`src/hdl/gbr_fifo.sv`:
```
// ----------------------------------------------------------------------------
// gbr_fifo
// Small synchronous queue with registered storage and a count.
// ----------------------------------------------------------------------------
module gbr_fifo #(
	parameter int WIDTH = 8,
	parameter int DEPTH = 4
) (
	input  logic             clk,
	input  logic             arst_n,
	input  logic             push,
	input  logic [WIDTH-1:0] wdata,
	output logic             full,
	input  logic             pop,
	output logic [WIDTH-1:0] rdata,
	output logic             empty
);

	localparam int PW = $clog2(DEPTH);
	localparam int NW = $clog2(DEPTH + 1);

	logic [WIDTH-1:0] data_q [DEPTH];
	logic [PW-1:0]    wr_ptr_q;
	logic [PW-1:0]    rd_ptr_q;
	logic [NW-1:0]    count_q;
	logic             do_push;
	logic             do_pop;

	assign full    = (count_q == NW'(DEPTH));
	assign empty   = (count_q == '0);
	assign do_push = push && !full;
	assign do_pop  = pop && !empty;
	assign rdata   = data_q[rd_ptr_q];

	always_ff @(posedge clk or negedge arst_n) begin
		if (!arst_n) begin
			wr_ptr_q <= '0;
			rd_ptr_q <= '0;
			count_q  <= '0;
		end else begin
			if (do_push) begin
				wr_ptr_q <= (wr_ptr_q == PW'(DEPTH - 1)) ? '0 : wr_ptr_q + 1'b1;
			end
			if (do_pop) begin
				rd_ptr_q <= (rd_ptr_q == PW'(DEPTH - 1)) ? '0 : rd_ptr_q + 1'b1;
			end
			if (do_push && !do_pop) begin
				count_q <= count_q + 1'b1;
			end else if (do_pop && !do_push) begin
				count_q <= count_q - 1'b1;
			end
		end
	end

	always_ff @(posedge clk) begin
		if (do_push) begin
			data_q[wr_ptr_q] <= wdata;
		end
	end

endmodule

```
`config.mk`:
```
export PLATFORM = sky130hd
export DESIGN_NAME = gbr_fifo
export DESIGN_NICKNAME = d
export VERILOG_FILES = /design/src/hdl/gbr_fifo.sv
export SDC_FILE = /design/constraint.sdc
export NUM_CORES = 1
export LEC_CHECK = 0
export ABC_AREA = 1
export BUFFER_PORTS_ARGS = -buffer_cell sky130_fd_sc_hd__buf_4
export CORE_MARGIN = 4
export CORE_UTILIZATION = 61
export DETAILED_ROUTE_END_ITERATION = 10
export GPL_TIMING_DRIVEN = 0
export PLACE_DENSITY = 0.92
export SLEW_MARGIN = 20
export SYNTH_ARGS = -nofsm -noshare
export SYNTH_HDL_FRONTEND = slang
export SYNTH_SLANG_ARGS = --single-unit
```
`constraint.sdc`:
```
create_clock -name clk -period 2.5 [get_ports clk]
set_input_delay 0 -clock clk [delete_from_list [all_inputs] [get_ports clk]]
set_output_delay 0 -clock clk [all_outputs]
set_load 0.02 [all_outputs]
```
* Word level (Yosys, flattened, before mapping)
Memories as Yosys holds them, arrays and structs flattened.
Index checks and enable logic that the tools add are counted.
** Operators by class
- Multiplexer cells :: 6
- $add $sub $neg :: 4
- Reductions and logical operators :: 10
- Eq/ne operators :: 3
** Operators with widths (count)
- 3-bit two-way mux :: 2
- 2-bit by 1-bit adder with 2-bit output, second input constant :: 2
- 2-bit == test, second input constant :: 2
- 1-bit logical AND :: 4
- 1-bit zero test :: 4
- 2-bit two-way mux :: 2
- 3-bit by 1-bit adder with 3-bit output, second input constant :: 1
- 3-bit == test, second input constant :: 1
- 3-bit zero test :: 1
- 3-bit by 1-bit subtractor with 3-bit output, second input constant :: 1
- 1-bit two-way mux :: 2
- 2-bit nonzero test :: 1
** Word-level totals
- Flip-flop bits (word level) :: 7
- Memories kept :: 1
- Logic and storage cells :: 27
- RAM bits :: 32
** Memories
- data_q :: words 4, bits a word 8, read ports 1, clocked after memory_dff 0, wr ports 1, RTL line 22 : logic [WIDTH-1:0] data_q [DEPTH];

* Logic depth before layout (Yosys ltp)
- Depth in word-level cells :: 7
- Gate-level depth with buffers :: 12
- Depth with buffers taken out :: 12

* Worst setup path after synthesis
No wires, ideal clock.
- Kind :: flip-flop to flip-flop
- Start :: register count_q[0]
- End :: register count_q[1]
- Clock period less this slack :: 1.693 ns
- Data required time :: 2.374 ns
- Buffers on the path :: 0
- Setup time :: 0.126 ns
- Cell stages (with the launch flop) :: 10
- Setup slack :: 0.807 ns
- Data arrival time :: 1.567 ns
- Cell sequence :: dfrtp_1 -> inv_2 -> nand3_1 -> nand2_2 -> inv_1 -> ha_1 -> inv_1 -> fa_1 -> nand2_1 -> o21ai_0
** On the way
- Cells in the longest elaborated chain, start to end :: 6
** Ends and longest elaborated chain
- start, declared :: RTL line 25 : logic [NW-1:0] count_q;
- start signal, assigned :: RTL line 48 : count_q <= count_q + 1'b1;
- start signal, assigned :: RTL line 50 : count_q <= count_q - 1'b1;
- 3-bit == test * :: RTL line 29 : assign full = (count_q == NW'(DEPTH));
- 1-bit zero test * :: RTL line 31 : assign do_push = push && !full;
- 1-bit logical AND * :: RTL line 31
- named net do_push :: RTL line 26 : logic do_push;
- 1-bit zero test :: RTL line 49 : end else if (do_pop && !do_push) begin
- 1-bit logical AND :: RTL line 49
- 2-bit nonzero test (no line)
The timed path passes the listed nets; every way through them passes the cells marked *. The select of a mux whose other input is x is not followed.
A chain may end at the register's enable or synchronous reset.

* Worst setup path in the final report
Ends and elaborated chain as after synthesis.

==> impl_metrics.ini <==
[sta]
finClkSkew_ns = 0.008481
hold_slack_ns = 0.3804
finalCriticalPeriod_ns = 1.929
final_max_slew_viol_count = 0
rsz0062_at_grt = false
setup_viol = 0
tightest_slew_ns = 0.8012
relSlewSlack = 0.4639
hold_viol = 0
fin_crit_sh = 0.7715
fin_tns_setup_ns = 0
final_critical_path_setup_slack_ns = 0.5713
timing.fmax_mhz = 518.5

[clock_network]
cts_max_level = 2
clock_latency_ns = 0.36
cts_tree = done
cts_buffer_depth = 2
cts.sinks = 39
cts-root-buf = clkbuf_4
numCtsBuffers = 5
path_clk_slew_ns = 0.13

[outcome]
status = finished, final reports clean

[detailed_routing]
dr.first_iter.drc_count = 52
viasPerCell = 5.372
drc = 0
ant_nets = 0
drtPass1Iterations = 4
via_count = 1214
routed_wl_mm = 3.620
wl_per_cell_um = 16.02

[yosys]
yosysWarnings = 0
synthFlopType = edfxtp_1
async_reset_ff_frac = 0.1795
synth_fa_ha_area_frac = 0.05405
yosysSeqAreaShare = 0.6458
synth_top_family_by_area = simple AND/OR/NAND/NOR gates
synthMostInstantiatedCell = nand2_1
synthSimpleGateAreaFrac = 0.1209
netlist_instances = 154
synth_top_area_frac = 0.5462
synth-compound-area-share = 0.07397
synth_fp_nets = 173
synth.avg_cell_area_sq_um = 11.42
ys_seq_elements = 39
synth-edff-count = 32
synth.area.top_cells = edfxtp_1 55%, dfrtp_1 10%, nand2_1 8.1%, inv_1 6.6%, o211ai_1 6.4%
synthXorXnorAreaFrac = 0.004979
synth_common_cells = 38 x nand2_1, 32 x edfxtp_1, 31 x inv_1
yosys.area.top_type = edfxtp_1
synth_mux_area_frac = 0
ys_types = 16
syn-cell-area_sq_um = 1759

[power_and_ir_drop]
powerDensity_nw_per_um2 = 1140
ir_worst_vdd_uv = 1006
p_leak_uw = 0.0009555

[critical_path]
reg2reg_from = count_q[0]$_DFFE_PN0P_
crit_start = count_q[0]$_DFFE_PN0P_
cp.required_ns = 2.75
cp-end-kind = flop
crit_arrival_ns = 2.18
critPathLaunchType = flop
critPathKind = reg2reg
crit_path_max_fanout = 7

[finish]
antenna_cells = 0
nets = 213
fillers = 174
syn_to_final_growth_pct = 21.48
drive_gt1_frac = 0.1897
postLayoutCellArea_sq_um = 2137

[floorplan]
chipWidth_um = 61.70
fp.dieH_um = 61.70
core_area_sq_um = 2758
dieArea_sq_um = 3807
row_count = 19
initial_core_util = 0.6379
pin_count = 22

[placed_design]
gp_congestion = 0.7459
dpl.hpwl_mm = 2.492
pre_cts_slack_ns = 0.5967
io_buffer_count = 21
post_dp_cell_area_sq_um = 1956

[grt]
grt_max_degree = 15
top_usage_layer = met2
use_met1 = 0.2413
grt_pass1_vias = 1157
grt_usage = 0.2120
grtUsageMet3 = 0.07645
antenna_found_initial = 0
met2_usage = 0.3632
overflow = 0
grt_pass1_wl_mm = 5.402

[run]
drv_cap = 0

[hold_path]
hp-start = wdata[1]
worstHoldPathType = in2reg
worst max-delay path, stage by stage (launching register included):
cell     delay (ns)
dfrtp_1        0.45
inv_2          0.09
nand3_1        0.19
nand2_2        0.19
inv_1          0.06
ha_1           0.20
inv_1          0.09
fa_1           0.41
nand2_1        0.07
o21ai_0        0.07
path summary, 6_finish.rpt:
kind                                                end  slack (ns)  cells past startpoint
worst max register to register   count_q[1]$_DFFE_PN0P_        0.57                      9
max in group asynchronous       rd_ptr_q[0]$_DFFE_PN0P_        1.68                      3
min in group asynchronous       wr_ptr_q[0]$_DFFE_PN0P_        0.58                      3
worst min register to register   count_q[2]$_DFFE_PN0P_        0.54                      2
worst min-delay path             data_q[1][1]$_DFFE_PP_        0.38                      2
worst max-delay path             count_q[1]$_DFFE_PN0P_        0.57                      9
placed cells by master, fill, tap and decap left out, types with 2 or more instances in the layout:
cell type	instances
buf_6	5
edfxtp_1	32
buf_4	21
clkbuf_4	5
dfrtp_1	7
dlygate4sd3_1	12
clkinvlp_4	2
inv_1	31
ha_1	6
nand2_1	38
nor2_1	6
nand3_1	7
o211ai_1	15
layout make-up:
| class | count | area (sq um) | share of cell area |
|---|---|---|---|
| well taps | 31 | 38.79 | 0.01815 |
| clock inverters | 3 | 23.77 | 0.01112 |
| plain buffers | 5 | 56.30 | 0.02635 |
| flip-flops and latches | 39 | 1136 | 0.5316 |
| repair buffers | 33 | 277.8 | 0.1300 |
| clock buffers | 5 | 37.54 | 0.01756 |
| inverters | 32 | 120.1 | 0.05621 |
| multi-input cells | 78 | 446.7 | 0.2090 |
flip-flops by register name (all words and copies together) (netlist names):
name / cells
wr_ptr_q: 2
count_q: 3
rd_ptr_q: 2
data_q: 32
cells by family (layout without fill, tap and decap cells):
group,Yosys count,after routing
AND/OR/NAND/NOR,53,53
flip-flops,39,39
buffers and inverters,37,78
AO/OA/AOI/OAI,17,17
adder cells (fa/ha/maj),7,7
XOR/XNOR,1,1
stage by stage:
step	total power [uW]	std cells	utilization
5_1_grt	2595	226	0.7750
6_report	2436	226	0.7750
3_5_place_dp	2104	206	0.7092
3_3_place_gp	2009	206	0.7092
4_1_cts	2443	226	0.7750
2_1_floorplan	1700	154	-
power breakdown:
group / total, uW / leakage (uW) / switching (uW) / internal (uW)
Combinational: 1140 / 0.000550 / 691 / 450
Clock: 337 / 0.0000278 / 224 / 112
Sequential: 958 / 0.000378 / 84.3 / 874
per-layer routing:
layer	vias to the layer above	routed length (um)	share of wire
li1	590	-	-
met3	7	229	0.063
met4	0	52	0.014
met1	576	1389	0.38
met5	-	0	0
met2	41	1948	0.54
repair_timing:
item / in CTS / in global routing
endpoints found under the hold margin: 43 / 0
gates resized for setup: 0 / 0
buffers inserted: 0 / 0
hold buffers: 12 / 0
setup endpoints to repair: 0 / 0
Note: power is estimated with default switching activity, not from simulation.
