## src/hdl/gbr_pkg.sv

```systemverilog
// ----------------------------------------------------------------------------
// gbr_pkg
// Shared types, widths and helpers of the separable Gaussian blur.
// ----------------------------------------------------------------------------
package gbr_pkg;

	localparam int RADIUS_DEF     = 3;
	localparam int MAX_WIDTH_DEF  = 4096;
	localparam int MAX_HEIGHT_DEF = 4096;
	localparam int DESC_DEPTH     = 4;
	localparam int RES_DEPTH      = 4;

	localparam int DIM_W    = 13;
	localparam int WT_W     = 17;
	localparam int CH_W     = 8;
	localparam int PIX_W    = 3 * CH_W;
	localparam int POS_W    = 12;
	localparam int NUM_TREG = 4;
	localparam int TREG_AW  = 2;

	// Each weight is below 2^17, so a total of seven taps stays below 2^20.
	localparam int SUM_W  = 20;
	localparam int V_W    = SUM_W + CH_W;
	localparam int NUM_W  = 2 * SUM_W + CH_W;
	localparam int DEN_W  = 2 * SUM_W;
	localparam int REM_W  = NUM_W + 1;
	localparam int QB     = 9;
	localparam int QIDX_W = 4;

	localparam logic [DIM_W-1:0] FRAME_WIDTH_RST  = 13'd640;
	localparam logic [DIM_W-1:0] FRAME_HEIGHT_RST = 13'd480;
	localparam logic [WT_W-1:0]  TAP_CENTER_RST   = 17'd65536;
	localparam logic [WT_W-1:0]  TAP_ONE_RST      = 17'd39750;
	localparam logic [WT_W-1:0]  TAP_TWO_RST      = 17'd8869;
	localparam logic [WT_W-1:0]  TAP_THREE_RST    = 17'd728;

	typedef enum logic [2:0] {
		REG_FRAME_WIDTH  = 3'd0,
		REG_FRAME_HEIGHT = 3'd1,
		REG_TAP_CENTER   = 3'd2,
		REG_TAP_ONE      = 3'd3,
		REG_TAP_TWO      = 3'd4,
		REG_TAP_THREE    = 3'd5
	} reg_idx_t;

	typedef logic [NUM_TREG-1:0][WT_W-1:0] taps_t;

	typedef struct packed {
		logic [CH_W-1:0]  red;
		logic [CH_W-1:0]  green;
		logic [CH_W-1:0]  blue;
		logic [POS_W-1:0] row;
		logic [POS_W-1:0] col;
		logic             last;
	} res_t;

	function automatic logic [WT_W-1:0] tap_wt(input taps_t taps, input logic [31:0] tap_dist);
		logic [WT_W-1:0] w;
		w = '0;
		if (tap_dist < 32'(NUM_TREG)) begin
			w = taps[tap_dist[TREG_AW-1:0]];
		end
		return w;
	endfunction

endpackage

```

## src/hdl/gbr_front.sv

```systemverilog
// ----------------------------------------------------------------------------
// gbr_front
// Tracks the raster position of incoming words and classifies each one.
// ----------------------------------------------------------------------------
module gbr_front #(
	parameter int RADIUS     = gbr_pkg::RADIUS_DEF,
	parameter int MAX_WIDTH  = gbr_pkg::MAX_WIDTH_DEF,
	parameter int MAX_HEIGHT = gbr_pkg::MAX_HEIGHT_DEF,
	parameter int DESC_W     = 8
) (
	input  logic                                clk,
	input  logic                                arst_n,
	input  logic                                push,
	output logic                                full,
	input  logic [gbr_pkg::CH_W-1:0]            red_in,
	input  logic [gbr_pkg::CH_W-1:0]            green_in,
	input  logic [gbr_pkg::CH_W-1:0]            blue_in,
	input  logic                                geom_wr,
	input  logic [$clog2(MAX_WIDTH + 1)-1:0]    w_eff,
	input  logic [$clog2(MAX_HEIGHT + 1)-1:0]   h_eff,
	input  logic                                q_full,
	output logic                                q_push,
	output logic [DESC_W-1:0]                   desc
);

	localparam int CW = $clog2(MAX_WIDTH);
	localparam int RW = $clog2(MAX_HEIGHT + RADIUS);
	localparam int SW = $clog2(2 * RADIUS);

	typedef struct packed {
		logic [gbr_pkg::PIX_W-1:0] pix;
		logic [RW-1:0]             row;
		logic [CW-1:0]             col;
		logic [SW-1:0]             slot;
		logic [CW-1:0]             first_j;
		logic [CW-1:0]             last_j;
		logic                      emits;
		logic                      store;
		logic                      has_out;
	} desc_t;

	logic [RW-1:0] in_row_q;
	logic [CW-1:0] in_col_q;
	logic [SW-1:0] slot_q;
	logic          accept;
	logic          last_col;
	logic [31:0]   c32;
	logic [31:0]   r32;
	desc_t         d;

	assign full   = q_full;
	assign accept = push && !q_full;
	assign q_push = accept;
	assign desc   = d;

	always_comb begin
		c32      = 32'(in_col_q);
		r32      = 32'(in_row_q);
		last_col = (c32 + 32'd1 == 32'(w_eff));
		d.pix    = {blue_in, green_in, red_in};
		d.row    = in_row_q;
		d.col    = in_col_q;
		d.slot   = slot_q;
		d.emits  = (r32 >= 32'(RADIUS));
		d.store  = (r32 < 32'(h_eff));
		d.has_out = last_col || (c32 >= 32'(RADIUS));
		d.last_j = last_col ? in_col_q : CW'(c32 - 32'(RADIUS));
		if (c32 >= 32'(RADIUS)) begin
			d.first_j = CW'(c32 - 32'(RADIUS));
		end else begin
			d.first_j = '0;
		end
	end

	always_ff @(posedge clk or negedge arst_n) begin
		if (!arst_n) begin
			in_row_q <= '0;
			in_col_q <= '0;
			slot_q   <= '0;
		end else if (geom_wr) begin
			in_row_q <= '0;
			in_col_q <= '0;
			slot_q   <= '0;
		end else if (accept) begin
			if (last_col) begin
				in_col_q <= '0;
				if (r32 + 32'd1 >= 32'(h_eff) + 32'(RADIUS)) begin
					in_row_q <= '0;
					slot_q   <= '0;
				end else begin
					in_row_q <= in_row_q + 1'b1;
					slot_q   <= (slot_q == SW'(2 * RADIUS - 1)) ? '0 : slot_q + 1'b1;
				end
			end else begin
				in_col_q <= in_col_q + 1'b1;
			end
		end
	end

endmodule

```

## config.mk

```make
export PLATFORM = sky130hd
export DESIGN_NAME = gbr_front
export DESIGN_NICKNAME = d
export VERILOG_FILES = /design/src/hdl/gbr_pkg.sv /design/src/hdl/gbr_front.sv
export SDC_FILE = /design/constraint.sdc
export NUM_CORES = 1
export LEC_CHECK = 0
export BUFFER_PORTS_ARGS = -buffer_cell sky130_fd_sc_hd__buf_4
export CORE_MARGIN = 2
export CORE_UTILIZATION = 60
export CTS_BUF_LIST = sky130_fd_sc_hd__clkbuf_2
export DETAILED_ROUTE_END_ITERATION = 10
export PLACE_DENSITY_LB_ADDON = 0.15
export SLEW_MARGIN = 20
export SYNTH_ARGS = -nofsm -noshare
export SYNTH_HDL_FRONTEND = slang
export SYNTH_SLANG_ARGS = --single-unit
```

## constraint.sdc

```tcl
create_clock -name clk -period 5.35 [get_ports clk]
set_input_delay 0.2675 -clock clk [delete_from_list [all_inputs] [get_ports clk]]
set_output_delay 0.2675 -clock clk [all_outputs]
set_load 0.005 [all_outputs]
```

Word-level counts from Yosys, hierarchy flattened:

Index checks and enable logic that the tools add are counted.
W data, S select, Z words.

* flip-flop bits (word level): 25
* bits of input ports: 55
* output and inout bits: 10
* word-level logic and storage cells: 27

* add/subtract/negate cells: 6
* order comparisons: 4
* equality and inequality tests: 1
* muxes and demuxes: 8
* reduce and logical (&&, ||, !) cells: 6

Operator list (number)
* $mux W13: 4
* $mux W12: 3
* $add A13 B1 Y14 const B: 1
* $add A13 B2 Y14 const B: 1
* $ge A14 B14 Y1: 1
* $add A12 B1 Y13 const B: 1
* $add A13 B1 Y13 const B: 1
* $eq A13 B13 Y1: 1
* $ge A13 B2 Y1 const B: 1
* $lt A13 B13 Y1: 1
* $add A12 B1 Y12 const B: 1
* $ge A12 B2 Y1 const B: 1
* $mux W5: 1
* $sub A5 B2 Y5 const B: 1
* $reduce_bool A2 Y1: 2
* $reduce_and A2 Y1: 1
* $logic_and A1 B1 Y1: 1
* $logic_not A1 Y1: 1
* $logic_or A1 B1 Y1: 1

Depth between registers and ports, before layout:

* depth after elaboration: 6
* mapped depth: 15
* gate-level depth less buffers: 15

Least setup slack after synthesis:

No wires, ideal clock.

* kind: reg-to-reg
* start: register in_row_q[2]
* end: register in_row_q[8]
* library setup time: 0.118 ns
* arrival time: 2.564 ns
* required time: 5.232 ns
* path slack: 2.668 ns
* cell stages (with the launch flop): 13
* path buffers: 0
* clock period less this slack: 2.682 ns
* path through: dfrtp_1 and3_1 and3_1 and3_1 xor2_1 ha_1 o2111ai_1 or3_1 o2bb2ai_1 o21ai_1 nand4_1 o22ai_1 a21o_1

* word-level cells in the longest chain between the ends: 6
* elaborated cells between the ends (all ways): 7
* classes of those cells: add/sub: 2; order compare: 1; mux: 4

Ends and longest elaborated chain
* start, declared: line gbr_front.sv:42 `logic [RW-1:0] in_row_q;`
* start signal, assigned: line gbr_front.sv:91 `in_row_q <= in_row_q + 1'b1;`
* $add A13 B1 Y14: line gbr_front.sv:87 `if (r32 + 32'd1 >= 32'(h_eff) + 32'(RADIUS)) begin`
* $ge A14 B14 Y1: line gbr_front.sv:87
* $mux W13 *: line gbr_front.sv:87
* $mux W13 *: line gbr_front.sv:85 `if (last_col) begin`
* $mux W13 *: line gbr_front.sv:84 `end else if (accept) begin`
* $mux W13 *: line gbr_front.sv:80 `end else if (geom_wr) begin`

Mark *: on every way between the ends. The rest lies on a longest branch, timed or not. The select of a mux whose other input is x is not followed.
A chain may end at the register's enable or synchronous reset.

Final worst setup path:

* start: register in_col_q[0]
* end: output desc[4]

* word-level cells in the longest chain between the ends: 3
* elaborated cells between the ends (all ways): 4
* classes of those cells: add/sub: 2; eq/ne: 1; mux: 1

Ends and longest elaborated chain
* start, declared: line gbr_front.sv:43 `logic [CW-1:0] in_col_q;`
* start signal, assigned: line gbr_front.sv:95 `in_col_q <= in_col_q + 1'b1;`
* $add A12 B1 Y13: line gbr_front.sv:59 `last_col = (c32 + 32'd1 == 32'(w_eff));`
* $eq A13 B13 Y1: line gbr_front.sv:59
* $mux W5 *: line gbr_front.sv:67 `d.last_j = last_col ? in_col_q : CW'(c32 - 32'(RADIUS));`
* end, declared: line gbr_front.sv:23 `output logic [DESC_W-1:0] desc`

Mark *: on every way between the ends. The rest lies on a longest branch, timed or not.

==> impl_metrics.yaml <==
synth:
  seq_area_frac_synth_pct: 21.2
  yosys_register_bits: 25
  synth_top_area_cell: "dfrtp_1"
  synthCells: 367
  avgSynthCellArea_um2: 8.03
  yosysTopAreaCellShare_pct: 21.2
  synth_area_leaders: "dfrtp_1, ha_1, xnor2_1"
  syn-num-nets: 453
  syn_area_um2: 2950
  yosys_most_used_dff: "dfrtp_1"
  synth-edff-count: 0
  ys_warn_count: 0
  synth.distinct_cells: 47
  async_flop_share_pct: 100
global_route:
  grt_max_degree: 34
  track_usage_pct: 25.0
  first_global_vias: 2405
  grt_pass1_wl_um: 11000
  grt_overflow: 0
  antenna_found_initial: 0
routing:
  drt_iter0_markers: 128
  postRouteWirelength_um: 6540
  drc: 0
  vias_per_cell: 5.85
  wl_met2_um: 3060
  dr_wl_met3_um: 249
  vias: 2650
  ant_nets: 0
  detail_route.first_pass.iterations: 5
  wire_per_inst_um: 14.4
  top_layer: "met4"
  wl_met1_um: 3190
setup_path:
  endpoint_kind: "output port"
  reg2reg_depth: 13
  cp_num_buf_inv: 1
  reg2reg_slack_ps: 1960
  cp.arrival_ps: 3360
  crit_family: "simple AND/OR/NAND/NOR gates"
  worstSetupPathType: "flop to output port"
  crit_slowest_cell: "dfrtp_1"
  rr_startpoint: "in_row_q[1]"
  crit_path_start_kind: "flop"
  crit_start: "in_col_q[0]"
  worstSetupPathDepth: 8
  required_ps: 5080
  path_max_fanout: 11
  max_stage_delay_ps: 520
  cp-endpoint: "desc[4]"
  r2r_end: "in_row_q[2]"
  cp_cell_sequence: "ha_1, nand3_1, nor3_1, xnor2_1, nor4_1, nand4b_1, mux2_1, buf_4"
sta:
  fmax_mhz: 276
  min_period_ps: 3630
  maxSlewViolCount: 0
  rsz0062_at_grt: "false"
  hold_viol: 0
  finClkSkew_ps: 11.0
  slew-limit-headroom_pct: 44.1
  worst_pin_slew_ps: 838
  setup-tns-final_ps: 0
  setup_viol: 0
  post-route-period-util_pct: 67.8
clock_tree:
  clock-sinks: 25
  insertion_delay_ps: 360
  cts_buffer_depth: 2
  ctsHoldBuffers: 1
  cts_tree: "built"
  cts_root_buffer: "clkbuf_2"
  cts_buffers: 3
  path_clk_slew_ps: 220
  htree_levels: 1
  cts_resized: 0
  post-cts-setup-buffer-count: 0
floorplanning:
  fp-row-count: 25
  die_w_um: 74.1
  start_util_pct: 62.4
  die-area_um2: 5490
  core-area_um2: 4720
  die_h_um: 74.1
  io_pins: 65
status:
  status: "complete, no violations"
hold_path:
  hold_depth: 2
  hold_path_class: "input port to flop"
cells_and_area:
  area_delta_synth_final_pct: 8.71
  layout_commonest_cell: "buf_4"
  final_cell_mix: "buf_4, xnor2_1, ha_1, nand3_1, dfrtp_1"
  design_area_um2: 3200
  fin_cells: 453
  drive_gt1_share_pct: 12.7
  antenna_cells: 0
  fin_nets: 473
power_and_ir_drop:
  power_density_nw_per_um2: 117
  power.leakage_nw: 1.51
  peakVddDrop_uv: 118
placed_design:
  place.gp.congestion: 0.852
  port-buffer-count: 40
  placed_area_um2: 3170
  dp.cells: 448
  dpl.hpwl_um: 4930
run:
  drv_cap: 0
-- kinds of logic after synthesis --
| group | Yosys count | share of synthesized area (%) |
|---|---|---|
| and+or+nand+nor | 148 | 27.9 |
| AOI/OAI and AO/OA | 65 | 15.0 |
| buffers and inverters | 51 | 8.67 |
| xor gates and xnor gates | 45 | 13.4 |
| adders and majority gates | 31 | 13.2 |
| DFF | 25 | 21.2 |
| muxes | 2 | 0.722 |
-- synth_stat cells, drive strengths merged (12+ instances only) --
library cell and instances:
and3 13, nor2 14, nor3 16, nand3 25, a21oi 16, o21ai 25, xor2 12, inv 24
nor4 14, buf 18, dfrtp 25, ha 31, nand2b 18, nand2 22, xnor2 33
-- where the power goes --
group	internal [mW]	switching (mW)	leakage [nW]	total, mW
sequential	0.191	0.00521	0.348	0.196
clock	0.0197	0.0575	0.0166	0.0773
combinational	0.0481	0.0514	1.15	0.0995
total	0.259	0.114	1.51	0.373
-- layer usage --
| layer | up-vias | track usage (%) |
|---|---|---|
| li1 | 1331 | - |
| met1 | 1270 | 35.4 |
| met2 | 42 | 41.4 |
| met3 | 7 | 3.12 |
| met4 | 0 | 4.65 |
| met5 | - | 0 |
-- layout make-up --
type / count / area [µm²]
Clock buffer: 4 / 20.0
Fill cell: 432 / 1520
Inverter: 24 / 90.1
Multi-Input combinational cell: 291 / 2060
Sequential cell: 25 / 626
Tap cell: 67 / 83.8
Timing Repair Buffer: 42 / 318
-- worst register-to-register path: stages (launching register included) --
cell	delay, ps
dfrtp_1	540
ha_1	310
and3_1	280
and3_1	230
nand3_1	100
xnor2_1	160
ha_1	320
a311oi_1	300
a21oi_1	100
o21ai_1	70
buf_4	200
nand4_1	310
nor3b_1	310
a21o_1	110
-- per-stage QoR --
stage               worst slack, ps  util [%]  power [mW]  hold WS, ps
floorplan                      2670         -       0.261        -28.1
global placement               2120      67.2       0.295          188
detailed placement             2030      67.2       0.298          190
CTS                            1760      67.8       0.373          280
global route                   1490      67.8       0.393          288
finish                         1720      67.8       0.373          292
-- how the worst min path moves through the flow --
stage	from	endpoint
floorplan	arst_n	in_col_q[0]
global placement	arst_n	in_row_q[11]
detailed placement	arst_n	in_row_q[7]
CTS	geom_wr	in_col_q[1]
global route	geom_wr	in_col_q[10]
finish	geom_wr	in_col_q[1]
-- state kept, by name, summed over array words and instances, names as in the netlist --
register / flops
in_col_q: 12
in_row_q: 13
(Power assumes the default switching activity.)
